$ cat src/rtl/core/heading_rate_pid_servo_drive_assert.svh
// assertion macros for the heading rate pid servo drive
// included by the top level, no other dependencies
`ifndef HEADING_RATE_PID_SERVO_DRIVE_ASSERT_SVH
`define HEADING_RATE_PID_SERVO_DRIVE_ASSERT_SVH

// same cycle implication
`define HRPSD_ASSERT_IMP(label, clk, rst, ante, cons) \
  label: assert property (@(posedge clk) disable iff (rst) (ante) |-> (cons)) \
    else $error("hrpsd assertion failed");

// next cycle implication
`define HRPSD_ASSERT_NXT(label, clk, rst, ante, cons) \
  label: assert property (@(posedge clk) disable iff (rst) (ante) |=> (cons)) \
    else $error("hrpsd assertion failed");

`endif

$ cat src/rtl/core/hrpsd_pkg.sv
// shared widths, constants, register indexes and result structs
// used by hrpsd_mul, hrpsd_div and heading_rate_pid_servo_drive
package hrpsd_pkg;

  localparam int GAIN_W     = 24;
  localparam int PER_W      = 10;
  localparam int HEAD_W     = 13;
  localparam int THR_W      = 12;
  localparam int TIME_W     = 32;
  localparam int PWM_W      = 12;
  localparam int CORR_W     = 11;
  localparam int STEP_W     = 14;
  localparam int OPND_W     = STEP_W + 1;
  localparam int PROD_W     = GAIN_W + OPND_W;
  localparam int MUL_CNT_W  = $clog2(OPND_W);
  localparam int DIV_CNT_W  = $clog2(PROD_W);
  localparam int CFG_IDX_W  = 3;
  localparam int CFG_DATA_W = GAIN_W;

  localparam int WRAP_LIMIT = 60 * 16;
  localparam int FULL_TURN  = 360 * 16;
  localparam int PWM_MAX    = 4095;

  localparam logic [CFG_IDX_W-1:0] CFG_GAIN_PROP     = 3'd0;
  localparam logic [CFG_IDX_W-1:0] CFG_GAIN_INTEG    = 3'd1;
  localparam logic [CFG_IDX_W-1:0] CFG_GAIN_DERIV    = 3'd2;
  localparam logic [CFG_IDX_W-1:0] CFG_UPDATE_PERIOD = 3'd3;
  localparam logic [CFG_IDX_W-1:0] CFG_DRIVE_LIMIT   = 3'd4;
  localparam logic [CFG_IDX_W-1:0] CFG_INTEG_GATE    = 3'd5;

  localparam logic [GAIN_W-1:0] GAIN_PROP_RST     = 24'd367002;
  localparam logic [GAIN_W-1:0] GAIN_INTEG_RST    = 24'd524;
  localparam logic [GAIN_W-1:0] GAIN_DERIV_RST    = 24'd2097152;
  localparam logic [PER_W-1:0]  UPDATE_PERIOD_RST = 10'd40;
  localparam logic [PER_W-1:0]  DRIVE_LIMIT_RST   = 10'd80;
  localparam logic [PER_W-1:0]  INTEG_GATE_RST    = 10'd16;

  typedef struct packed {
    logic              done;
    logic              neg;
    logic [PROD_W-1:0] mag;
  } mul_res_t;

  typedef struct packed {
    logic              done;
    logic [PROD_W-1:0] quot;
  } div_res_t;

endpackage

$ cat src/rtl/core/heading_rate_pid_servo_drive.sv
// top level of the heading rate pid servo drive: config registers, sequencer, output stage
// depends on hrpsd_pkg, hrpsd_mul, hrpsd_div and heading_rate_pid_servo_drive_assert.svh
// Each input transaction yields exactly one output transaction. The block works on one
// sample at a time: a sample that does not trigger a controller update goes from
// ST_STEP straight to ST_FINISH, and a sample that does passes through three runs of the
// bit-serial multiplier (one operand bit per cycle) and the restoring divider for the
// derivative term (one quotient bit per cycle), then ST_CORR and ST_CLAMP. A finished
// result waits in the output register while the next sample is accepted.
// Configuration registers may be written only while no sample is in flight.
`include "heading_rate_pid_servo_drive_assert.svh"

module heading_rate_pid_servo_drive #(
  parameter int GAIN_FRAC_BITS = 20,
  parameter int INTEG_WIDTH    = 32
) (
  input  logic                                  clk,
  input  logic                                  rst,
  input  logic                                  cfg_wen,
  input  logic [hrpsd_pkg::CFG_IDX_W-1:0]       cfg_index,
  input  logic [hrpsd_pkg::CFG_DATA_W-1:0]      cfg_data,
  input  logic                                  in_valid,
  output logic                                  in_ready,
  input  logic [hrpsd_pkg::HEAD_W-1:0]          heading,
  input  logic [hrpsd_pkg::THR_W-1:0]           throttle,
  input  logic [hrpsd_pkg::TIME_W-1:0]          time_ms,
  output logic                                  out_valid,
  input  logic                                  out_ready,
  output logic [hrpsd_pkg::PWM_W-1:0]           pwm_out,
  output logic                                  updated,
  output logic signed [hrpsd_pkg::CORR_W-1:0]   correction,
  output logic signed [hrpsd_pkg::STEP_W-1:0]   heading_step
);

  localparam int GAIN_W = hrpsd_pkg::GAIN_W;
  localparam int PER_W  = hrpsd_pkg::PER_W;
  localparam int HEAD_W = hrpsd_pkg::HEAD_W;
  localparam int THR_W  = hrpsd_pkg::THR_W;
  localparam int TIME_W = hrpsd_pkg::TIME_W;
  localparam int PWM_W  = hrpsd_pkg::PWM_W;
  localparam int CORR_W = hrpsd_pkg::CORR_W;
  localparam int STEP_W = hrpsd_pkg::STEP_W;
  localparam int OPND_W = hrpsd_pkg::OPND_W;
  localparam int PROD_W = hrpsd_pkg::PROD_W;
  localparam int IW     = INTEG_WIDTH;
  localparam int FRAC   = GAIN_FRAC_BITS;
  localparam int IA_W   = ((IW > PROD_W + 1) ? IW : PROD_W + 1) + 1;
  localparam int SUM_W  = IA_W + 1;
  localparam int CW     = SUM_W - FRAC;

  localparam logic signed [STEP_W:0] WRAP_HI = (STEP_W + 1)'(hrpsd_pkg::WRAP_LIMIT);
  localparam logic signed [STEP_W:0] WRAP_LO = -WRAP_HI;
  localparam logic signed [STEP_W:0] TURN    = (STEP_W + 1)'(hrpsd_pkg::FULL_TURN);
  localparam logic signed [PWM_W+1:0] PWM_TOP = (PWM_W + 2)'(hrpsd_pkg::PWM_MAX);
  localparam logic signed [IA_W-1:0] INTEG_HI = {{(IA_W - IW + 1){1'b0}}, {(IW - 1){1'b1}}};
  localparam logic signed [IA_W-1:0] INTEG_LO = {{(IA_W - IW + 1){1'b1}}, {(IW - 1){1'b0}}};

  typedef enum logic [8:0] {
    ST_IDLE   = 9'b000000001,
    ST_STEP   = 9'b000000010,
    ST_MUL_P  = 9'b000000100,
    ST_MUL_I  = 9'b000001000,
    ST_MUL_D  = 9'b000010000,
    ST_DIV_D  = 9'b000100000,
    ST_CORR   = 9'b001000000,
    ST_CLAMP  = 9'b010000000,
    ST_FINISH = 9'b100000000
  } state_t;

  state_t state;
  state_t state_next;

  // configuration
  logic [GAIN_W-1:0] gain_prop;
  logic [GAIN_W-1:0] gain_integ;
  logic [GAIN_W-1:0] gain_deriv;
  logic [PER_W-1:0]  update_period;
  logic [PER_W-1:0]  drive_limit;
  logic [PER_W-1:0]  integ_gate;

  // controller state
  logic [HEAD_W-1:0]        last_heading;
  logic signed [STEP_W-1:0] last_step;
  logic signed [IW-1:0]     integ_sum;
  logic [TIME_W-1:0]        last_update_time;
  logic signed [CORR_W-1:0] held_corr;

  // sample and working registers
  logic [HEAD_W-1:0]        head_r;
  logic [THR_W-1:0]         thr_r;
  logic [TIME_W-1:0]        time_r;
  logic signed [STEP_W-1:0] step_r;
  logic                     upd_r;
  logic signed [PROD_W:0]   p_r;
  logic                     d_neg;
  logic signed [SUM_W-1:0]  pi_r;
  logic signed [SUM_W-1:0]  sum_r;
  logic signed [CW-1:0]     corr_r;

  // combinational
  logic signed [STEP_W:0]   diff_c;
  logic signed [STEP_W:0]   wrap_c;
  logic signed [STEP_W-1:0] step_c;
  logic [PER_W-1:0]         per_eff;
  logic [TIME_W-1:0]        elapsed;
  logic                     upd_c;
  logic [STEP_W-1:0]        step_mag;
  logic                     gate_c;
  logic signed [OPND_W-1:0] dstep_c;
  logic signed [PROD_W:0]   prod_s;
  logic signed [PROD_W:0]   quot_s;
  logic signed [IA_W-1:0]   integ_add;
  logic signed [IA_W-1:0]   integ_sat;
  logic signed [SUM_W-1:0]  pi_c;
  logic signed [SUM_W-1:0]  sum_c;
  logic signed [SUM_W-1:0]  sum_b;
  logic signed [CW-1:0]     lim_c;
  logic signed [CW-1:0]     clamp_c;
  logic signed [PWM_W+1:0]  pwm_s;
  logic [PWM_W-1:0]         pwm_c;
  logic signed [PER_W:0]    lim_s;
  logic                     out_load;
  logic                     held_ok;
  logic                     in_mul;

  // serial units
  logic                     mul_start;
  logic [GAIN_W-1:0]        mul_gain;
  logic signed [OPND_W-1:0] mul_opnd;
  hrpsd_pkg::mul_res_t      mul_res;
  logic                     div_start;
  hrpsd_pkg::div_res_t      div_res;

  hrpsd_mul u_mul (
    .clk   (clk),
    .rst   (rst),
    .start (mul_start),
    .gain  (mul_gain),
    .opnd  (mul_opnd),
    .res   (mul_res)
  );

  hrpsd_div u_div (
    .clk      (clk),
    .rst      (rst),
    .start    (div_start),
    .dividend (mul_res.mag),
    .divisor  (per_eff),
    .res      (div_res)
  );

  // heading step with wrap
  assign diff_c = $signed({{(STEP_W + 1 - HEAD_W){1'b0}}, head_r})
                - $signed({{(STEP_W + 1 - HEAD_W){1'b0}}, last_heading});

  always_comb begin
    if (diff_c < WRAP_LO) begin
      wrap_c = diff_c + TURN;
    end else if (diff_c > WRAP_HI) begin
      wrap_c = diff_c - TURN;
    end else begin
      wrap_c = diff_c;
    end
  end

  assign step_c  = wrap_c[STEP_W-1:0];
  assign per_eff = (update_period == '0) ? PER_W'(1) : update_period;
  assign elapsed = time_r - last_update_time;
  assign upd_c   = elapsed > {{(TIME_W - PER_W){1'b0}}, per_eff};

  assign step_mag = step_r[STEP_W-1] ? $unsigned(-step_r) : $unsigned(step_r);
  assign gate_c   = step_mag < {{(STEP_W - PER_W){1'b0}}, integ_gate};
  assign dstep_c  = {step_r[STEP_W-1], step_r} - {last_step[STEP_W-1], last_step};

  assign prod_s = mul_res.neg ? -$signed({1'b0, mul_res.mag}) : $signed({1'b0, mul_res.mag});
  assign quot_s = d_neg ? -$signed({1'b0, div_res.quot}) : $signed({1'b0, div_res.quot});

  // integral with saturation
  assign integ_add = {{(IA_W - IW){integ_sum[IW-1]}}, integ_sum}
                   + {{(IA_W - PROD_W - 1){prod_s[PROD_W]}}, prod_s};

  always_comb begin
    if (integ_add > INTEG_HI) begin
      integ_sat = INTEG_HI;
    end else if (integ_add < INTEG_LO) begin
      integ_sat = INTEG_LO;
    end else begin
      integ_sat = integ_add;
    end
  end

  assign pi_c  = {{(SUM_W - PROD_W - 1){p_r[PROD_W]}}, p_r}
               + {{(SUM_W - IW){integ_sum[IW-1]}}, integ_sum};
  assign sum_c = pi_r + {{(SUM_W - PROD_W - 1){quot_s[PROD_W]}}, quot_s};

  // truncate toward zero
  assign sum_b = sum_r + (sum_r[SUM_W-1] ? {{(SUM_W - FRAC){1'b0}}, {FRAC{1'b1}}} : '0);

  assign lim_c = $signed({{(CW - PER_W){1'b0}}, drive_limit});

  always_comb begin
    if (corr_r > lim_c) begin
      clamp_c = lim_c;
    end else if (corr_r < -lim_c) begin
      clamp_c = -lim_c;
    end else begin
      clamp_c = corr_r;
    end
  end

  assign pwm_s = $signed({2'b00, thr_r}) + {{3{held_corr[CORR_W-1]}}, held_corr};

  always_comb begin
    if (pwm_s[PWM_W+1]) begin
      pwm_c = '0;
    end else if (pwm_s > PWM_TOP) begin
      pwm_c = PWM_TOP[PWM_W-1:0];
    end else begin
      pwm_c = pwm_s[PWM_W-1:0];
    end
  end

  assign in_ready = (state == ST_IDLE);
  assign out_load = (state == ST_FINISH) && (!out_valid || out_ready);
  assign lim_s    = $signed({1'b0, drive_limit});
  assign held_ok  = (held_corr <= lim_s) && (held_corr >= -lim_s);
  assign in_mul   = (state == ST_MUL_P) || (state == ST_MUL_I) || (state == ST_MUL_D);

  // sequencer
  always_comb begin
    state_next = state;
    mul_start  = 1'b0;
    mul_gain   = gain_prop;
    mul_opnd   = {step_c[STEP_W-1], step_c};
    div_start  = 1'b0;
    unique case (state)
      ST_IDLE: begin
        if (in_valid) begin
          state_next = ST_STEP;
        end
      end
      ST_STEP: begin
        if (upd_c) begin
          mul_start  = 1'b1;
          state_next = ST_MUL_P;
        end else begin
          state_next = ST_FINISH;
        end
      end
      ST_MUL_P: begin
        mul_gain = gain_integ;
        mul_opnd = {step_r[STEP_W-1], step_r};
        if (mul_res.done) begin
          mul_start  = 1'b1;
          state_next = ST_MUL_I;
        end
      end
      ST_MUL_I: begin
        mul_gain = gain_deriv;
        mul_opnd = dstep_c;
        if (mul_res.done) begin
          mul_start  = 1'b1;
          state_next = ST_MUL_D;
        end
      end
      ST_MUL_D: begin
        if (mul_res.done) begin
          div_start  = 1'b1;
          state_next = ST_DIV_D;
        end
      end
      ST_DIV_D: begin
        if (div_res.done) begin
          state_next = ST_CORR;
        end
      end
      ST_CORR: begin
        state_next = ST_CLAMP;
      end
      ST_CLAMP: begin
        state_next = ST_FINISH;
      end
      ST_FINISH: begin
        if (out_load) begin
          state_next = ST_IDLE;
        end
      end
      default: begin
        state_next = ST_IDLE;
      end
    endcase
  end

  // configuration registers
  always_ff @(posedge clk) begin
    if (rst) begin
      gain_prop     <= hrpsd_pkg::GAIN_PROP_RST;
      gain_integ    <= hrpsd_pkg::GAIN_INTEG_RST;
      gain_deriv    <= hrpsd_pkg::GAIN_DERIV_RST;
      update_period <= hrpsd_pkg::UPDATE_PERIOD_RST;
      drive_limit   <= hrpsd_pkg::DRIVE_LIMIT_RST;
      integ_gate    <= hrpsd_pkg::INTEG_GATE_RST;
    end else if (cfg_wen) begin
      unique case (cfg_index)
        hrpsd_pkg::CFG_GAIN_PROP:     gain_prop     <= cfg_data;
        hrpsd_pkg::CFG_GAIN_INTEG:    gain_integ    <= cfg_data;
        hrpsd_pkg::CFG_GAIN_DERIV:    gain_deriv    <= cfg_data;
        hrpsd_pkg::CFG_UPDATE_PERIOD: update_period <= cfg_data[PER_W-1:0];
        hrpsd_pkg::CFG_DRIVE_LIMIT:   drive_limit   <= cfg_data[PER_W-1:0];
        hrpsd_pkg::CFG_INTEG_GATE:    integ_gate    <= cfg_data[PER_W-1:0];
        default: begin
        end
      endcase
    end
  end

  // datapath and controller state
  always_ff @(posedge clk) begin
    if (rst) begin
      state            <= ST_IDLE;
      out_valid        <= 1'b0;
      last_heading     <= '0;
      last_step        <= '0;
      integ_sum        <= '0;
      last_update_time <= '0;
      held_corr        <= '0;
    end else begin
      state <= state_next;
      if (in_valid && in_ready) begin
        head_r <= heading;
        thr_r  <= throttle;
        time_r <= time_ms;
      end
      if (state == ST_STEP) begin
        step_r       <= step_c;
        upd_r        <= upd_c;
        last_heading <= head_r;
        if (upd_c) begin
          last_update_time <= time_r;
        end
      end
      if ((state == ST_MUL_P) && mul_res.done) begin
        p_r <= prod_s;
      end
      if ((state == ST_MUL_I) && mul_res.done && gate_c) begin
        integ_sum <= integ_sat[IW-1:0];
      end
      if (state == ST_MUL_D) begin
        pi_r <= pi_c;
        if (mul_res.done) begin
          d_neg <= mul_res.neg;
        end
      end
      if ((state == ST_DIV_D) && div_res.done) begin
        sum_r <= sum_c;
      end
      if (state == ST_CORR) begin
        corr_r <= sum_b[SUM_W-1:FRAC];
      end
      if (state == ST_CLAMP) begin
        held_corr <= clamp_c[CORR_W-1:0];
      end
      if (out_load) begin
        out_valid    <= 1'b1;
        last_step    <= step_r;
        pwm_out      <= pwm_c;
        updated      <= upd_r;
        correction   <= held_corr;
        heading_step <= step_r;
      end else if (out_ready) begin
        out_valid <= 1'b0;
      end
    end
  end

  `HRPSD_ASSERT_IMP(a_held_in_limit, clk, rst, (state == ST_FINISH) && upd_r, held_ok)
  `HRPSD_ASSERT_IMP(a_mul_done_in_mul, clk, rst, mul_res.done, in_mul)
  `HRPSD_ASSERT_NXT(a_accept_to_step, clk, rst, in_valid && in_ready, state == ST_STEP)
  `HRPSD_ASSERT_NXT(a_no_update_skip, clk, rst, (state == ST_STEP) && !upd_c, state == ST_FINISH)

endmodule

$ cat src/rtl/core/hrpsd_mul.sv
// bit-serial shift-add multiplier, unsigned gain times signed operand
// one operand bit per cycle; depends on hrpsd_pkg
module hrpsd_mul (
  input  logic                                      clk,
  input  logic                                      rst,
  input  logic                                      start,
  input  logic [hrpsd_pkg::GAIN_W-1:0]              gain,
  input  logic signed [hrpsd_pkg::OPND_W-1:0]       opnd,
  output hrpsd_pkg::mul_res_t                       res
);

  localparam int GAIN_W    = hrpsd_pkg::GAIN_W;
  localparam int OPND_W    = hrpsd_pkg::OPND_W;
  localparam int MUL_CNT_W = hrpsd_pkg::MUL_CNT_W;

  logic                 busy;
  logic                 done;
  logic                 neg;
  logic [GAIN_W-1:0]    gain_r;
  logic [GAIN_W-1:0]    acc;
  logic [OPND_W-1:0]    mq;
  logic [MUL_CNT_W-1:0] cnt;
  logic [OPND_W-1:0]    opnd_mag;
  logic [GAIN_W:0]      psum;

  assign opnd_mag = opnd[OPND_W-1] ? $unsigned(-opnd) : $unsigned(opnd);
  assign psum     = {1'b0, acc} + (mq[0] ? {1'b0, gain_r} : '0);

  always_ff @(posedge clk) begin
    if (rst) begin
      busy <= 1'b0;
      done <= 1'b0;
      cnt  <= '0;
    end else begin
      done <= 1'b0;
      if (start) begin
        busy   <= 1'b1;
        cnt    <= '0;
        acc    <= '0;
        mq     <= opnd_mag;
        gain_r <= gain;
        neg    <= opnd[OPND_W-1];
      end else if (busy) begin
        acc <= psum[GAIN_W:1];
        mq  <= {psum[0], mq[OPND_W-1:1]};
        cnt <= cnt + 1'b1;
        if (cnt == MUL_CNT_W'(OPND_W - 1)) begin
          busy <= 1'b0;
          done <= 1'b1;
        end
      end
    end
  end

  assign res.done = done;
  assign res.neg  = neg;
  assign res.mag  = {acc, mq};

endmodule

$ cat src/rtl/core/hrpsd_div.sv
// restoring divider, one quotient bit per cycle
// product magnitude over the update period; depends on hrpsd_pkg
module hrpsd_div (
  input  logic                          clk,
  input  logic                          rst,
  input  logic                          start,
  input  logic [hrpsd_pkg::PROD_W-1:0]  dividend,
  input  logic [hrpsd_pkg::PER_W-1:0]   divisor,
  output hrpsd_pkg::div_res_t           res
);

  localparam int PROD_W    = hrpsd_pkg::PROD_W;
  localparam int PER_W     = hrpsd_pkg::PER_W;
  localparam int DIV_CNT_W = hrpsd_pkg::DIV_CNT_W;

  logic                 busy;
  logic                 done;
  logic [PROD_W-1:0]    q;
  logic [PER_W-1:0]     rem;
  logic [PER_W-1:0]     divisor_r;
  logic [DIV_CNT_W-1:0] cnt;
  logic [PER_W:0]       rem_sh;
  logic [PER_W:0]       rem_sub;
  logic                 ge;

  assign rem_sh  = {rem, q[PROD_W-1]};
  assign ge      = rem_sh >= {1'b0, divisor_r};
  assign rem_sub = rem_sh - {1'b0, divisor_r};

  always_ff @(posedge clk) begin
    if (rst) begin
      busy <= 1'b0;
      done <= 1'b0;
      cnt  <= '0;
    end else begin
      done <= 1'b0;
      if (start) begin
        busy      <= 1'b1;
        cnt       <= '0;
        q         <= dividend;
        rem       <= '0;
        divisor_r <= divisor;
      end else if (busy) begin
        rem <= ge ? rem_sub[PER_W-1:0] : rem_sh[PER_W-1:0];
        q   <= {q[PROD_W-2:0], ge};
        cnt <= cnt + 1'b1;
        if (cnt == DIV_CNT_W'(PROD_W - 1)) begin
          busy <= 1'b0;
          done <= 1'b1;
        end
      end
    end
  end

  assign res.done = done;
  assign res.quot = q;

endmodule
$ cat config.mk
export PLATFORM = sky130hd
export DESIGN_NAME = heading_rate_pid_servo_drive
export DESIGN_NICKNAME = d
export VERILOG_FILES = /design/src/rtl/core/hrpsd_pkg.sv /design/src/rtl/core/heading_rate_pid_servo_drive.sv /design/src/rtl/core/hrpsd_mul.sv /design/src/rtl/core/hrpsd_div.sv
export VERILOG_INCLUDE_DIRS = /design/src /design/src/rtl/core
export SDC_FILE = /design/constraint.sdc
export NUM_CORES = 2
export LEC_CHECK = 0
export ABC_AREA = 1
export BUFFER_PORTS_ARGS = -buffer_cell sky130_fd_sc_hd__buf_2
export CAP_MARGIN = 0
export CELL_PAD_IN_SITES_DETAIL_PLACEMENT = 0
export CELL_PAD_IN_SITES_GLOBAL_PLACEMENT = 1
export CORE_UTILIZATION = 43
export CTS_CLUSTER_SIZE = 16
export DETAILED_ROUTE_END_ITERATION = 6
export GPL_TIMING_DRIVEN = 0
export PLACE_DENSITY_LB_ADDON = 0.1
export SYNTH_ARGS = -nofsm -noshare
export SYNTH_HDL_FRONTEND = slang
export SYNTH_SLANG_ARGS = --single-unit
export TNS_END_PERCENT = 5
$ cat constraint.sdc
create_clock -name clk -period 5.95 [get_ports clk]
set_input_delay 1.19 -clock clk [delete_from_list [all_inputs] [get_ports clk]]
set_output_delay 1.19 -clock clk [all_outputs]
set_load 0.02 [all_outputs]
# [Word-level counts from Yosys, hierarchy flattened]
# Cells that the tools add are included.
[classes] add_sub_neg=19 n_mul=0 div_mod_pow=0 order_cmp=10 n_eq_ne=22 n_shift=0 mux=45 bitwise=3 n_reduce_logical=38
[op_table] op="9-bit one-hot mux with 9 select lines" n=1
[op_table] op="40-bit 2-to-1 mux" n=2
[op_table] op="39-bit negator with 40-bit output" n=2
[op_table] op="39-bit 2-to-1 mux" n=2
[op_table] op="32-bit 2-to-1 mux" n=2
[op_table] op="9-bit 2-to-1 mux" n=7
[op_table] op="24-bit 2-to-1 mux" n=2
[op_table] op="24-bit one-hot mux with 2 select lines" n=1
[op_table] op="15-bit 2-to-1 mux" n=3
[op_table] op="42-bit by 20-bit adder with 42-bit output" n=1
[op_table] op="42-bit adder" n=1
[op_table] op="14-bit 2-to-1 mux" n=3
[op_table] op="32-bit by 40-bit adder with 41-bit output" n=1
[op_table] op="40-bit by 32-bit adder with 41-bit output" n=1
[op_table] op="41-bit by 32-bit greater-than comparator with 1-bit output (second input constant)" n=1
[op_table] op="41-bit by 32-bit < comparator with 1-bit output (second input constant)" n=1
[op_table] op="2-bit AND reduction" n=18
[op_table] op="32-bit by 10-bit greater-than comparator with 1-bit output" n=1
[op_table] op="32-bit subtractor" n=1
[op_table] op="10-bit 2-to-1 mux" n=3
[op_table] op="15-bit one-hot mux with 2 select lines" n=1
[op_table] op="24-bit by 25-bit adder with 25-bit output" n=1
[op_table] op="22-bit by 11-bit greater-than comparator with 1-bit output" n=1
[op_table] op="22-bit < comparator" n=1
[op_table] op="other kinds (48)" n=79
[word_totals] register_bits=608 latchBits=0 ramBits=0 romBits=0 in_bits=89 word_cells=177 mem_count=0

# [Logic depth before layout (Yosys ltp)]
[logic_depth] ltp_word=8 mapped_depth=35

# [Hierarchy]
# Synthesis repeated with hierarchy kept, for this count alone.
[hier_totals] hier_cells=5480 hier_area_um2=41237.0
[modules_own_cells] mod="heading_rate_pid_servo_drive" instances=1 cells_each=4457 area_per_inst_um2=33108.0 seq_area_each_um2=11971.5
[modules_own_cells] mod="hrpsd_mul" instances=1 cells_each=640 area_per_inst_um2=4700.8 seq_area_each_um2=2042.0
[modules_own_cells] mod="hrpsd_div" instances=1 cells_each=383 area_per_inst_um2=3428.3 seq_area_each_um2=1931.9

# [Least setup slack after synthesis]
# No wires, ideal clock.
[synth_path] kind="register to register" start="register time_r[0]" end="register u_mul.acc[0], enable pin" setup_ns=0.489 arrival_ns=5.497 t_required_ns=5.461 path_slack_ns=-0.036 stages_incl_launch_ff=19 synth_period_minus_slack_ns=5.986 cell_sequence="edfxtp_1 inv_1 ha_1 inv_1 fa_1 nand3_1 nand2_2 a21oi_2 xnor2_1 ha_1 nand2_1 or2_2 nand3_1 inv_1 o2111ai_1 inv_1 o21ai_2 a21boi_4 o21ai_0"
[synth_via] elab_chain_len=6
[synth_lines] element="start, declared" line="heading_rate_pid_servo_drive.sv:90" rtl="logic [TIME_W-1:0] time_r;"
[synth_lines] element="start signal, assigned" line="heading_rate_pid_servo_drive.sv:331" rtl="time_r <= time_ms;"
[synth_lines] element="32-bit subtractor" line="heading_rate_pid_servo_drive.sv:167" rtl="assign elapsed = time_r - last_update_time;"
[synth_lines] element="32-bit by 10-bit greater-than comparator with 1-bit output" line="heading_rate_pid_servo_drive.sv:168" rtl="assign upd_c = elapsed > {{(TIME_W - PER_W){1'b0}}, per_eff};"
[synth_lines] element="1-bit 2-to-1 mux" line="heading_rate_pid_servo_drive.sv:242" rtl="if (upd_c) begin"
[synth_lines] element="1-bit one-hot mux with 2 select lines" line="heading_rate_pid_servo_drive.sv:235" rtl="unique case (state)"
[synth_lines] element="2-bit nonzero test (no source line)"
[synth_lines] element="2-bit AND reduction (no source line)"
[synth_lines] element="end signal, assigned" line="hrpsd_mul.sv:44" rtl="acc <= psum[GAIN_W:1];"
[synth_lines] element="end, declared" line="hrpsd_mul.sv:20" rtl="logic [GAIN_W-1:0] acc;"
# No other way between the ends.
# A chain may end at the register's enable or synchronous reset.

# [Worst setup path after layout]
[layout_path] start="register u_mul.mq[0]" end="register integ_sum[20]"
[layout_via] elab_chain_len=6 elab_cells_between_ends=7 classes_between="add/sub: 2; order compare: 2; mux: 3"
[layout_lines] element="start, declared" line="hrpsd_mul.sv:21" rtl="logic [OPND_W-1:0] mq;"
[layout_lines] element="start signal, assigned" line="hrpsd_mul.sv:40" rtl="mq <= opnd_mag;"
[layout_lines] element="start signal, assigned" line="hrpsd_mul.sv:45" rtl="mq <= {psum[0], mq[OPND_W-1:1]};"
[layout_lines] element="39-bit negator with 40-bit output (*)" line="heading_rate_pid_servo_drive.sv:174" rtl="assign prod_s = mul_res.neg ? -$signed({1'b0, mul_res.mag}) : $signed({1'b0, mul_res.mag});"
[layout_lines] element="40-bit 2-to-1 mux (*)" line="heading_rate_pid_servo_drive.sv:174"
[layout_lines] element="named net prod_s[36]" line="heading_rate_pid_servo_drive.sv:109" rtl="logic signed [PROD_W:0] prod_s;"
[layout_lines] element="32-bit by 40-bit adder with 41-bit output (*)" line="heading_rate_pid_servo_drive.sv:179" rtl="+ {{(IA_W - PROD_W - 1){prod_s[PROD_W]}}, prod_s};"
[layout_lines] element="41-bit by 32-bit < comparator with 1-bit output" line="heading_rate_pid_servo_drive.sv:184" rtl="end else if (integ_add < INTEG_LO) begin"
[layout_lines] element="32-bit 2-to-1 mux" line="heading_rate_pid_servo_drive.sv:184"
[layout_lines] element="32-bit 2-to-1 mux (*)" line="heading_rate_pid_servo_drive.sv:182" rtl="if (integ_add > INTEG_HI) begin"
[layout_lines] element="end signal, assigned" line="heading_rate_pid_servo_drive.sv:345" rtl="integ_sum <= integ_sat[IW-1:0];"
[layout_lines] element="end, declared" line="heading_rate_pid_servo_drive.sv:83" rtl="logic signed [IW-1:0] integ_sum;"
# Mark *: on every way through the listed nets, which the timed path passes. The rest lies on a longest branch.

==> results <==
- Once detailed placement completed, the half-perimeter wirelength came to around 94 mm.
- The worst voltage drop across the vdd grid is between 0.2 and 0.3 mV.
- The number of filler instances in the final layout is around 9k.
- The maximum fanout along the worst path is 10.
- The clock reaches the later pin of the worst-skew pair after 0.66 ns.
- The average cell area after synthesis is 8.02 um2.
- Summed over all layers, the global routing overflow is 0.
- The static power due to leakage is between 15 and 20 nW.
- The data arrival time of the critical path is 6.12 ns.
- The combinational power share is about a fifth.
- The depth of the worst register-to-register path is 31.
- After clock tree synthesis, the clock-pin slew on the worst setup and hold paths is 0.07 ns.
- Synthesis produced a netlist with a net count of 5,300.
- During placement, the flow inserted port buffers numbering between 100 and 150.
- The total power density per cell area is between 200 and 300 nW/um2.
- After detailed routing, the wire length on met1 is ~56 mm.
- The post-route clock period utilization is 93.2%.
- Following the worst setup path forward leads to its endpoint at integ_sum[20]$_SDFFE_PP0P_.
- CTS built an H-tree with a depth of 3.
- At the placement stage, the worst setup path has a slack of -0.150 ns.
- The share of cells above drive strength 1 is approximately 8.3%.
- The total area inside the core boundary comes to between 90,000 and 100,000 um2.
- The count of boundary I/O pins is between 100 and 150.
- In this run the vertical extent of the chip is ~300 um.
- STA classifies the critical path endpoint as a register.
- The data required time of the critical path is between 6 and 7 ns.
- The floorplan step defined a die boundary enclosing just over 90,000 um2.
- The area fraction of the dominant cell type after synthesis is 29.0%.
- Headroom to the max-slew limit came out at around 16%.
- The aggregate routed wire length is roughly 120 mm.
- The number of core rows is 110.
- The Yosys step of the flow raised 0 warnings.
- The number of nets in the layout is 5,525.
- The number of unique standard cell types used by synthesis is 67.
- In the detailed route, the total length drawn on met2 is 52.9 mm.
- The final critical-path required period is approximately 5.5 ns.
- The routability-driven placement congestion ratio is 0.950.
- For this design, the sink count on the clock tree is 607.
- The cell count after placement is slightly above 6k.
- Derived from the worst setup path, the maximum achievable clock frequency is 180 MHz.
- On the worst path, the slowest cell contributes a delay of 0.45 ns.
- The mean routed wirelength per cell is around 19 um.
- In the routed design, unresolved DRC markers number 0.
- In the detailed route, the total length drawn on met3 is a little over 5 mm.
- The tool flagged a number of max-cap violations equal to 0.
- The initial antenna violation count is 2.
- The dominant cell by count in the synthesized netlist is nand2_1.
- The worst register-to-register path ends at integ_sum[20]$_SDFFE_PP0P_.
- The buffer type at the clock tree root is clkbuf_16.
- The final-report hold violation count is 0.
- The effective utilization at floorplan is a little over two fifths.
- In the synthesized netlist the async set-or-reset flop fraction comes to 0%.
- The slowest library cell on the worst path is edfxtp_1.
- Leaving out filler cells and counting taps, the final layout contains roughly 6.3k.
- The commonest cells after synthesis are nand2_1 (962), inv_1 (582), nor2_1 (501), a21oi_1 (446), edfxtp_1 (379).
- The via count of the routed design is 33.4k.
- The sequential fraction of the synthesis area is approximately two fifths.
- The cell repeated most along the worst path is nand2_1.
- The maximum number of pins on one net before global-route repair is 39.
- The synthesis-stage register bit count is about 610.
- Routed signal wires occupy layers up through met5.
- The count of final max-slew check failures is 0.
- Global routing used between 20% and 30% of the available tracks.
- In this run, flip-flops and latches consume 40.3% of the power.
- The synthesized netlist cell count is 4,888.
- The fraction of power spent switching nets is between 30 and 40%.
- After layout, the worst setup slack is 0.406 ns.
- The first global-routing pass estimated 183 mm of wire.
- Sorting the synthesized cells by area gives the leading types as edfxtp_1 (29%), dfxtp_1 (12%), ha_1 (10%), nand2_1 (9.2%), a21oi_1 (5.7%).
- The flow ran to the end, and the final reports show no timing, DRC or antenna violations.
- The total clock buffers created by CTS is between 70 and 80.
- The number of flops mapped to enable cells by yosys is approximately 380.
- The setup slack of the worst register-to-register path is between 0.4 and 0.5 ns.
- In this run the deepest clock path goes through 3 buffers.
- The dominant synthesized flop cell is edfxtp_1.
- The critical path crosses 31 cells after its start point.
- The critical path starts at u_mul.mq[0]$_DFFE_PP_.
- The internal portion of the total power is 8.23 mW.
- The fraction of power consumed by the clock network is between 40% and 50%.
- The layout overhead on the synthesized area is 13.0%.
- The worst path buffer plus inverter count is 3.
- The first-iteration detailed-routing DRC count is roughly 2.2k.
- STA classifies the critical path startpoint as a register.
- After detailed routing, the number of vias per cell comes to between 5 and 6.
- The CTS tree is done.
- The transition at the pin with the smallest max-transition slack is approximately 1.3 ns.
- The top cell family by delay on the critical path is simple AND/OR/NAND/NOR gates.
- The final number of setup-violating endpoints is 0.
- The cell type with the largest total area after synthesis is edfxtp_1.
- The number of global-route vias before repair is roughly 32k.
- The synthesized cell area is just under 40,000 um2.
- The floorplan step set the die width to between 300 and 400 um.
- The worst setup path is of the reg2reg kind.
- The first detailed-routing pass took 5 iterations.
- The total net switching power is approximately 3.6 mW.
- Setup repair after global routing could not meet its margin everywhere.
- The remaining antenna violation count is 0.
- The source of the worst register-to-register timing path is u_mul.mq[0]$_DFFE_PP_.
- The worst setup skew after layout is 0.0363 ns.
- The path category of the worst min-delay check is reg2reg.
-- metal layers --
layer  vias to the layer above  GRT usage, %
met5                         -             0
met4                         2          8.42
met3                       152          2.68
met2                       702          40.8
met1                     15512          35.1
li1                      17006             -
-- metrics by stage --
stage / power (mW) / TNS, ns / cell area (um2) / hold WS, ns / utilization [%]
2_1_floorplan: 6.45 / 0 / 39200 / 0.400 / -
3_5_place_dp: 7.14 / -1.44 / 41600 / 0.407 / 46.1
3_3_place_gp: 7.12 / -188.51 / 41300 / 0.411 / 45.8
4_1_cts: 11.9 / 0 / 44100 / 0.424 / 48.9
6_report: 11.8 / 0 / 44300 / 0.424 / 49.1
5_1_grt: 12.4 / -0.383 / 44300 / 0.447 / 49.1
-- worst min path at each step --
stage,from,end,slack (ns),cells past startpoint
final,upd_r$_DFFE_PP_,updated$_DFFE_PP_,0.42,0
after floorplan,upd_r$_DFFE_PP_,updated$_DFFE_PP_,0.40,0
after detailed placement,upd_r$_DFFE_PP_,updated$_DFFE_PP_,0.41,0
after CTS,upd_r$_DFFE_PP_,updated$_DFFE_PP_,0.42,0
after global routing,upd_r$_DFFE_PP_,updated$_DFFE_PP_,0.45,0
after global placement,upd_r$_DFFE_PP_,updated$_DFFE_PP_,0.41,0
-- repair_timing --
action / in CTS / in global routing
gates resized for setup: 1 / 26
pin swaps: 0 / 10
hold buffers: 0 / 0
setup buffers: 0 / 11
setup endpoints to repair: 29 / 31
-- cell families after synthesis --
| logic type | Yosys count | synth area share (%) |
|---|---|---|
| AND/OR/NAND/NOR | 1924 | 20.7 |
| AO/OA/AOI/OAI | 1050 | 15.0 |
| buffers and inverters | 710 | 7.01 |
| flip-flops | 607 | 40.7 |
| adder cells (fa/ha/maj) | 323 | 10.5 |
| XOR/XNOR | 274 | 6.14 |
-- power groups by stage --
stage / combinational (mW) / sequential (mW) / clock, mW
5_1_grt: 2.61 / 4.77 / 4.99
3_5_place_dp: 2.29 / 4.85 / 0
4_1_cts: 2.30 / 4.76 / 4.83
3_3_place_gp: 2.25 / 4.86 / 0
6_report: 2.32 / 4.76 / 4.72
2_1_floorplan: 1.63 / 4.81 / 0
-- area by class of cell --
| type | instances | area (um2) | area share [%] |
|---|---|---|---|
| diodes | 1 | 2.50 | 0.00565 |
| plain buffers | 118 | 532 | 1.20 |
| clock buffers | 86 | 1920 | 4.32 |
| clock inverters | 47 | 624 | 1.41 |
| inverters | 591 | 2220 | 5.01 |
| multi-input cells | 3571 | 20700 | 46.6 |
| flip-flops and latches | 607 | 15900 | 36.0 |
| well taps | 1176 | 1470 | 3.32 |
| repair buffers | 152 | 940 | 2.12 |
-- sequential cells by signal (all words and copies together) (netlist names), 32 cells and up --
signal	flops
integ_sum	32
last_update_time	32
p_r	40
pi_r	41
sum_r	42
time_r	32
u_div.q	39
-- cell usage in the layout, fill, tap and decap left out, types with 33 or more instances in the layout --
| cell type | n |
|---|---|
| nand2_1 | 958 |
| edfxtp_1 | 379 |
| dfxtp_1 | 228 |
| clkbuf_1 | 102 |
| nand3_1 | 212 |
| buf_2 | 135 |
| inv_1 | 581 |
| xnor2_1 | 77 |
| ha_1 | 313 |
| nor3_1 | 71 |
| a21oi_1 | 446 |
| a31oi_1 | 40 |
| clkbuf_16 | 73 |
| nand4_1 | 62 |
| o21ai_1 | 33 |
| nor2_1 | 490 |
| xor2_1 | 192 |
| o21ai_0 | 339 |
(Power assumes the default switching activity.)
